<file path="src/rtl/fircb_pkg.sv">
`default_nettype none
package fircb_pkg;

  localparam int MAX_TAPS_DEF = 32;
  localparam int SAMPLE_BITS  = 16;
  localparam int COEF_BITS    = 16;
  localparam int FRAC_BITS    = 15;
  localparam int TAP_CNT_W    = 6;
  localparam int COEF_IDX_W   = 5;
  localparam int OP_W         = 2;

  localparam logic [TAP_CNT_W-1:0] TAP_RESET = TAP_CNT_W'(32);

  localparam logic [OP_W-1:0] OP_PUSH  = 2'd0;
  localparam logic [OP_W-1:0] OP_COEF  = 2'd1;
  localparam logic [OP_W-1:0] OP_CLEAR = 2'd2;

  typedef struct packed {
    logic [OP_W-1:0]              op;
    logic signed [SAMPLE_BITS-1:0] sample_in;
    logic [COEF_IDX_W-1:0]        coef_index;
    logic signed [COEF_BITS-1:0]  coef_value;
  } in_item_t;

  typedef struct packed {
    logic signed [SAMPLE_BITS-1:0] filtered_out;
    logic                          saturated;
  } out_item_t;

  typedef struct packed {
    logic acc_clr;
    logic prod_en;
    logic fin_en;
  } mac_ctl_t;

endpackage
`default_nettype wire

</file>
<file path="src/rtl/fircb_ram.sv">
`default_nettype none
module fircb_ram #(
  parameter int WIDTH = 16,
  parameter int DEPTH = 32,
  localparam int AW = (DEPTH > 1) ? $clog2(DEPTH) : 1
) (
  input  wire logic             clk,
  input  wire logic             we,
  input  wire logic [AW-1:0]    waddr,
  input  wire logic [WIDTH-1:0] wdata,
  input  wire logic [AW-1:0]    raddr,
  output logic      [WIDTH-1:0] rdata
);

  logic [WIDTH-1:0] mem [DEPTH];

  always_ff @(posedge clk) begin
    if (we) begin
      mem[waddr] <= wdata;
    end
    rdata <= mem[raddr];
  end

endmodule
`default_nettype wire

</file>
<file path="src/rtl/fircb_mac.sv">
`default_nettype none
module fircb_mac #(
  parameter int MAX_TAPS = fircb_pkg::MAX_TAPS_DEF,
  localparam int SB      = fircb_pkg::SAMPLE_BITS,
  localparam int CB      = fircb_pkg::COEF_BITS,
  localparam int FB      = fircb_pkg::FRAC_BITS,
  localparam int PROD_W  = SB + CB,
  localparam int ACC_W   = PROD_W + $clog2(MAX_TAPS) + 1
) (
  input  wire logic                 clk,
  input  wire logic                 rst_n,
  input  wire fircb_pkg::mac_ctl_t  ctl,
  input  wire logic signed [SB-1:0] smp,
  input  wire logic signed [CB-1:0] coef,
  output fircb_pkg::out_item_t      res_r
);

  logic signed [PROD_W-1:0] prod_r;
  logic                     pv_r;
  logic signed [ACC_W-1:0]  acc_r;
  logic [ACC_W-FB-SB:0]     upper;
  logic                     fits;
  fircb_pkg::out_item_t     res_nxt;

  always_ff @(posedge clk) begin
    if (!rst_n) begin
      pv_r <= 1'b0;
    end else begin
      pv_r <= ctl.prod_en;
    end
  end

  always_ff @(posedge clk) begin
    if (ctl.prod_en) begin
      prod_r <= smp * coef;
    end
    if (ctl.acc_clr) begin
      acc_r <= '0;
    end else if (pv_r) begin
      acc_r <= acc_r + ACC_W'(prod_r);
    end
    if (ctl.fin_en) begin
      res_r <= res_nxt;
    end
  end

  // floor shift is a plain slice; clip when the result's sign bit and the bits above it differ
  always_comb begin
    upper = acc_r[ACC_W-1:FB+SB-1];
    fits  = (&upper) | ~(|upper);
    if (fits) begin
      res_nxt.filtered_out = acc_r[FB+SB-1:FB];
      res_nxt.saturated    = 1'b0;
    end else begin
      res_nxt.filtered_out = acc_r[ACC_W-1] ? {1'b1, {(SB-1){1'b0}}}
                                            : {1'b0, {(SB-1){1'b1}}};
      res_nxt.saturated    = 1'b1;
    end
  end

endmodule
`default_nettype wire

</file>
<file path="src/rtl/fir_filter_circular_buffer_core.sv">
`default_nettype none
// Direct-form FIR filter, one shared multiply-accumulate unit.
// Push: MAC over taps slots (taps = tap_count held to 1..MAX_TAPS), then D1, D2, FIN, DONE;
//   busy until DONE, more while an earlier result waits. Coef write, clear: never busy.
// Reset (sync, active low): history and coefficients read as zero, write
//   position 0, tap_count 32. No clearing pass.
module fir_filter_circular_buffer_core #(
  parameter int MAX_TAPS = fircb_pkg::MAX_TAPS_DEF,
  localparam int SB      = fircb_pkg::SAMPLE_BITS,
  localparam int CB      = fircb_pkg::COEF_BITS,
  localparam int PTR_W   = (MAX_TAPS > 1) ? $clog2(MAX_TAPS) : 1,
  localparam int CNT_W   = $clog2(MAX_TAPS + 1)
) (
  input  wire logic                            clk,
  input  wire logic                            rst_n,
  input  wire logic                            in_valid,
  output logic                                 in_ready,
  input  wire fircb_pkg::in_item_t             in_data,
  output logic                                 out_valid,
  input  wire logic                            out_ready,
  output fircb_pkg::out_item_t                 out_data,
  input  wire logic                            cfg_valid,
  output logic                                 cfg_ready,
  input  wire logic [fircb_pkg::TAP_CNT_W-1:0] cfg_data
);

  localparam logic [2:0] S_IDLE = 3'd0;
  localparam logic [2:0] S_MAC  = 3'd1;
  localparam logic [2:0] S_D1   = 3'd2;
  localparam logic [2:0] S_D2   = 3'd3;
  localparam logic [2:0] S_FIN  = 3'd4;
  localparam logic [2:0] S_DONE = 3'd5;

  logic [2:0]                      state_r, state_nxt;
  logic [fircb_pkg::TAP_CNT_W-1:0] tap_r;
  logic [PTR_W-1:0]                pos_r;
  logic [PTR_W-1:0]                slot_r, slot_nxt;
  logic [PTR_W-1:0]                idx_r, idx_nxt;
  logic [MAX_TAPS-1:0]             hist_vld_r;
  logic [MAX_TAPS-1:0]             coef_vld_r;
  logic                            rd_vld_r;
  logic                            hok_r;
  logic                            cok_r;
  logic                            out_valid_r;
  fircb_pkg::out_item_t            out_data_r;
  logic                            out_load;

  logic [31:0]                     tc32;
  logic [31:0]                     eff32;
  logic [31:0]                     cidx32;
  logic [CNT_W-1:0]                taps;
  logic [CNT_W-1:0]                taps_m1;
  logic [CNT_W-1:0]                pos_inc;
  logic [PTR_W-1:0]                pos_eff;
  logic [PTR_W-1:0]                pos_next;
  logic [PTR_W-1:0]                cidx;
  logic                            cidx_ok;
  logic                            last_tap;
  logic                            acc_push;
  logic                            acc_coef;
  logic                            acc_clear;

  logic [SB-1:0]                   hist_rdata;
  logic [CB-1:0]                   coef_rdata;
  logic signed [SB-1:0]            smp_op;
  logic signed [CB-1:0]            coef_op;
  fircb_pkg::mac_ctl_t             ctl;
  fircb_pkg::out_item_t            mac_res;

  assign in_ready  = (state_r == S_IDLE);
  assign cfg_ready = 1'b1;
  assign out_valid = out_valid_r;
  assign out_data  = out_data_r;

  assign acc_push  = in_valid && in_ready && (in_data.op == fircb_pkg::OP_PUSH);
  assign acc_coef  = in_valid && in_ready && (in_data.op == fircb_pkg::OP_COEF);
  assign acc_clear = in_valid && in_ready && (in_data.op == fircb_pkg::OP_CLEAR);

  always_comb begin
    tc32 = 32'(tap_r);
    if (tc32 == 32'd0) begin
      eff32 = 32'd1;
    end else if (tc32 > 32'(MAX_TAPS)) begin
      eff32 = 32'(MAX_TAPS);
    end else begin
      eff32 = tc32;
    end
    taps     = eff32[CNT_W-1:0];
    taps_m1  = taps - CNT_W'(1);
    pos_eff  = (CNT_W'(pos_r) < taps) ? pos_r : '0;
    pos_inc  = CNT_W'(pos_eff) + CNT_W'(1);
    pos_next = (pos_inc >= taps) ? '0 : pos_inc[PTR_W-1:0];
    cidx32   = 32'(in_data.coef_index);
    cidx     = cidx32[PTR_W-1:0];
    cidx_ok  = (cidx32 < 32'(MAX_TAPS));
    last_tap = ((CNT_W'(idx_r) + CNT_W'(1)) == taps);
  end

  always_comb begin
    state_nxt   = state_r;
    slot_nxt    = slot_r;
    idx_nxt     = idx_r;
    out_load    = 1'b0;
    ctl.acc_clr = 1'b0;
    ctl.prod_en = rd_vld_r;
    ctl.fin_en  = 1'b0;
    case (state_r)
      S_IDLE: begin
        if (acc_push) begin
          state_nxt   = S_MAC;
          slot_nxt    = pos_eff;
          idx_nxt     = '0;
          ctl.acc_clr = 1'b1;
        end
      end
      S_MAC: begin
        slot_nxt = (slot_r == '0) ? taps_m1[PTR_W-1:0] : slot_r - PTR_W'(1);
        if (last_tap) begin
          state_nxt = S_D1;
        end else begin
          idx_nxt = idx_r + PTR_W'(1);
        end
      end
      S_D1: begin
        state_nxt = S_D2;
      end
      S_D2: begin
        state_nxt = S_FIN;
      end
      S_FIN: begin
        ctl.fin_en = 1'b1;
        state_nxt  = S_DONE;
      end
      S_DONE: begin
        if (!out_valid_r || out_ready) begin
          out_load  = 1'b1;
          state_nxt = S_IDLE;
        end
      end
      default: begin
        state_nxt = S_IDLE;
      end
    endcase
  end

  always_ff @(posedge clk) begin
    if (!rst_n) begin
      state_r     <= S_IDLE;
      tap_r       <= fircb_pkg::TAP_RESET;
      pos_r       <= '0;
      hist_vld_r  <= '0;
      coef_vld_r  <= '0;
      rd_vld_r    <= 1'b0;
      out_valid_r <= 1'b0;
    end else begin
      state_r  <= state_nxt;
      rd_vld_r <= (state_r == S_MAC);
      if (cfg_valid && cfg_ready) begin
        tap_r <= cfg_data;
      end
      if (acc_push) begin
        pos_r               <= pos_next;
        hist_vld_r[pos_eff] <= 1'b1;
      end else if (acc_clear) begin
        pos_r      <= '0;
        hist_vld_r <= '0;
      end
      if (acc_coef && cidx_ok) begin
        coef_vld_r[cidx] <= 1'b1;
      end
      if (out_load) begin
        out_valid_r <= 1'b1;
      end else if (out_ready) begin
        out_valid_r <= 1'b0;
      end
    end
  end

  always_ff @(posedge clk) begin
    slot_r <= slot_nxt;
    idx_r  <= idx_nxt;
    hok_r  <= hist_vld_r[slot_r];
    cok_r  <= coef_vld_r[idx_r];
    if (out_load) begin
      out_data_r <= mac_res;
    end
  end

  assign smp_op  = hok_r ? $signed(hist_rdata) : '0;
  assign coef_op = cok_r ? $signed(coef_rdata) : '0;

  fircb_ram #(
    .WIDTH (SB),
    .DEPTH (MAX_TAPS)
  ) u_hist_ram (
    .clk   (clk),
    .we    (acc_push),
    .waddr (pos_eff),
    .wdata (in_data.sample_in),
    .raddr (slot_r),
    .rdata (hist_rdata)
  );

  fircb_ram #(
    .WIDTH (CB),
    .DEPTH (MAX_TAPS)
  ) u_coef_ram (
    .clk   (clk),
    .we    (acc_coef && cidx_ok),
    .waddr (cidx),
    .wdata (in_data.coef_value),
    .raddr (idx_r),
    .rdata (coef_rdata)
  );

  fircb_mac #(
    .MAX_TAPS (MAX_TAPS)
  ) u_mac (
    .clk   (clk),
    .rst_n (rst_n),
    .ctl   (ctl),
    .smp   (smp_op),
    .coef  (coef_op),
    .res_r (mac_res)
  );

  a_out_from_done: assert property (@(posedge clk) disable iff (!rst_n)
    $rose(out_valid_r) |-> $past(state_r == S_DONE))
    else $error("result beat raised outside the done step");

  a_tap_in_range: assert property (@(posedge clk) disable iff (!rst_n)
    (state_r == S_MAC) |-> (CNT_W'(idx_r) < taps))
    else $error("tap index past tap count");

  a_slot_in_range: assert property (@(posedge clk) disable iff (!rst_n)
    (state_r == S_MAC) |-> (CNT_W'(slot_r) < taps))
    else $error("history slot past tap count");

  a_fin_after_drain: assert property (@(posedge clk) disable iff (!rst_n)
    (state_r == S_FIN) |-> $past(state_r == S_D2, 1) && !rd_vld_r)
    else $error("result taken before the accumulator drained");

endmodule
`default_nettype wire

</file>
<file path="config.mk">
export PLATFORM = sky130hd
export DESIGN_NAME = fir_filter_circular_buffer_core
export DESIGN_NICKNAME = d
export VERILOG_FILES = /design/src/rtl/fircb_pkg.sv /design/src/rtl/fircb_ram.sv /design/src/rtl/fircb_mac.sv /design/src/rtl/fir_filter_circular_buffer_core.sv
export SDC_FILE = /design/constraint.sdc
export NUM_CORES = 2
export LEC_CHECK = 0
export BUFFER_PORTS_ARGS = -buffer_cell sky130_fd_sc_hd__buf_2
export CORE_MARGIN = 2
export CORE_UTILIZATION = 25
export CTS_CLUSTER_DIAMETER = 80
export CTS_CLUSTER_SIZE = 24
export DETAILED_ROUTE_END_ITERATION = 16
export GPL_TIMING_DRIVEN = 0
export PLACE_DENSITY = 0.5
export SLEW_MARGIN = 15
export SYNTH_ARGS = -nofsm -noshare
export SYNTH_HDL_FRONTEND = slang
export SYNTH_SLANG_ARGS = --single-unit
</file>
<file path="constraint.sdc">
create_clock -name clk -period 8 [get_ports clk]
set_input_delay 1.2 -clock clk [delete_from_list [all_inputs] [get_ports clk]]
set_output_delay 1.2 -clock clk [all_outputs]
set_load 0.1 [all_outputs]
</file>
==> reports/qor.txt <==
CTS sink count = 1,253
Reg2Reg Depth = 23
Vias per cell = 4.43
Iter 0 DRT Violations = 2,755
DP Wirelength = 109,000 um
Nets@finish = 4,307
Period utilization = 0.948
Share of the yosys chip area belonging to registers = 0.612
Synth cell types = 69
Status = finished, final reports clean
Register area = 36,100 um2
Multi-input logic area = 21,400 um2
DRC viols = 0
Top-count cell post-synth = edfxtp_1
Worst EP required = 8.46 ns
EDFF count, synth = 1,100
Register bit count reported by yosys = 1,253
Post-synth top cells = edfxtp_1 (1,100), nor2_1 (342), mux4_2 (340)
CTS Buf Count = 77
Cell Count, Final, Fillers Out = 7,067
Clk slew on worst S/H paths = 0.09 ns
Routed length on met2 = 73,200 um
First-pass GRT wire length = 223,000 um
Hold Crit Class = reg2reg
Core Region = 235,000 um2
Share of cells above drive strength 1 = 0.181
Measured slew at the worst slew-check pin = 1.22 ns
Cells after Synth = 3,675
Endpoints failing hold = 0
Worst path arrival time = 8.05 ns
ANT nets after route = 0
Post-CTS Setup Inserts = 0
Leak = 0.0225 uW
Clock tree buffer depth = 3
Top cell type's share of synthesized area = 0.560
Worst Skew = 0.0749 ns
Critical Path Source Type = flip-flop
Final Max Tran Viols = 0
Hold depth = 0
Filler cell count = 23,511
Worst Path Max Fanout = 10
PD cells = 195 nW/um2
Wire per inst = 21.5 um
Setup slack after layout = 0.415 ns
Cts hold-fix bufs = 0
Number of global-route vias before repair = 32,276
Top cells by area, synth = edfxtp_1 (56%), mux4_2 (13%), fa_1 (8.9%), dfxtp_1 (5.2%), ha_1 (2.9%)
Asr flop ratio synth = 0
DP Cell Count = 6,932
Metal3 WL = 6840 um
Place WS = 0.148 ns
Global-route usage over all layers = 0.127
Fmax = 132 MHz
Final setup fails = 0
Die height = 490 um
Maxcap violations = 0
DIE AREA = 240,000 um2
Routability cong. = 0.884
Area Growth Syn to Fin = 13.3%
Met1 Wirelength = 68,200 um
# rows = 178
Initial core utilization = 0.251
IO Pins = 70
Critical path class = reg2reg
Via count = 31,312
Antenna violations before repair = 19
CTS H-tree lvls = 3
Hold_ws = 0.426 ns
Power, Total = 13,000 uW
Clock latency on the worst-skew pair = 0.73 ns
Post-synthesis net count = 4,123
RSZ-0062 raised after global routing = yes
Gr ovfl total = 0
Relative slew slack = 0.188
Largest net degree at the start of global routing = 34
Resized cells post-CTS = 0
Syn_area_per_cell = 16.1 um2
VDD IR max = 146 uV
WL final = 152,000 um
Port buffer count = 66
Main synth FF type = edfxtp_1
Mapped Area = 59,000 um2
Minimum clock period = 7.59 ns
Fin Setup TNS = 0 ns
Die Wd = 490 um
Post-synth top area cell = edfxtp_1
Top Metal Used = met5
TritonCTS clock tree = yes
Ys Warns = 0
Root Driver = clkbuf_16
Drt pass-1 iters = 5
Critical path capture point type = flip-flop
-- power by group --
group,internal (uW),switching (uW),total [uW]
logic,511,749,1260
registers,7200,76.1,7280
clock network,2040,2420,4470
total,9760,3250,13000
-- cells in the final DEF, fill, tap and decap left out, types with 24 or more instances in the layout --
| master | Yosys | layout |
|---|---|---|
| nor2_2 | 0 | 40 |
| a21oi_1 | 84 | 84 |
| o21ai_0 | 75 | 75 |
| clkbuf_16 | 0 | 78 |
| nand3_1 | 46 | 46 |
| o21a_1 | 24 | 24 |
| clkbuf_1 | 122 | 124 |
| buf_2 | 4 | 72 |
| nor2_1 | 342 | 279 |
| and2_1 | 32 | 32 |
| fa_1 | 263 | 262 |
| dfxtp_1 | 153 | 152 |
| xnor2_1 | 52 | 52 |
| ha_1 | 135 | 135 |
| a21o_1 | 25 | 25 |
| nand2_1 | 248 | 246 |
| inv_1 | 308 | 308 |
| mux2_2 | 35 | 35 |
| buf_1 | 38 | 28 |
| edfxtp_1 | 1100 | 1100 |
| mux4_2 | 340 | 340 |
-- worst paths after layout --
| check | from | end | slack [ns] |
|---|---|---|---|
| min reg2reg | u_mac.res_r[4] | out_data[4] | 0.43 |
| max | hok_r | u_mac.prod_r[30] | 0.41 |
| max reg2reg | hok_r | u_mac.prod_r[30] | 0.41 |
| min | u_mac.res_r[4] | out_data[4] | 0.43 |
-- registers in the layout (all words and copies together) (netlist names) --
register / cells
hok_r: 1
hist_vld_r: 32
u_mac.pv_r: 1
idx_r: 5
coef_vld_r: 32
u_hist_ram.mem: 512
slot_r: 5
tap_r: 6
out_valid: 1
rd_vld_r: 1
u_mac.res_r: 17
out_data: 17
pos_r: 5
u_mac.acc_r: 38
u_mac.prod_r: 32
u_hist_ram.rdata: 16
u_coef_ram.mem: 512
u_coef_ram.rdata: 16
cok_r: 1
state_r: 3
-- critical path: stages (launching register included) --
cell	delay, ns
dfxtp_1	0.48
clkbuf_1	0.30
and2_1	0.22
clkbuf_1	0.55
nand2_1	0.17
fa_1	0.57
inv_1	0.06
fa_1	0.52
fa_1	0.58
fa_1	0.45
fa_1	0.49
inv_1	0.05
fa_1	0.47
inv_1	0.04
ha_1	0.32
a211o_1	0.31
a21oi_1	0.10
o21ai_0	0.09
a21oi_1	0.36
o31ai_1	0.24
a2111oi_1	0.53
o21bai_1	0.14
a21oi_1	0.19
xnor2_1	0.09
-- layer usage --
| metal | up-vias | track usage |
|---|---|---|
| li1 | 13936 | - |
| met1 | 16538 | 0.172 |
| met2 | 664 | 0.210 |
| met3 | 170 | 0.0192 |
| met4 | 4 | 0.0345 |
| met5 | - | 0 |
-- through the flow --
stage	instance area (um2)	utilization
finish	66800	0.284
global route	66800	0.284
CTS	66800	0.284
detailed placement	64200	0.273
global placement	63300	0.269
floorplan	59000	-
-- cell type report --
type | instances | area share
clock buffers | 85 | 0.0296
diodes | 5 | 0.000187
repair buffers | 107 | 0.0140
multi-input cells | 1945 | 0.320
well taps | 3150 | 0.0590
flip-flops and latches | 1253 | 0.540
clock inverters | 47 | 0.0102
plain buffers | 166 | 0.00998
inverters | 309 | 0.0174
-- kinds of logic (layout without fill, tap and decap cells) --
kind of cell,count (synthesis),in the layout,share of synthesized area
compound gates,306,306,0.0326
xor+xnor,71,71,0.0105
fa+ha+maj,398,398,0.118
buf+inv,477,714,0.0308
flops,1253,1253,0.612
mux,395,395,0.140
other cells,1,6,0.0000636
simple gates,774,774,0.0566
(Power assumes the default switching activity.)
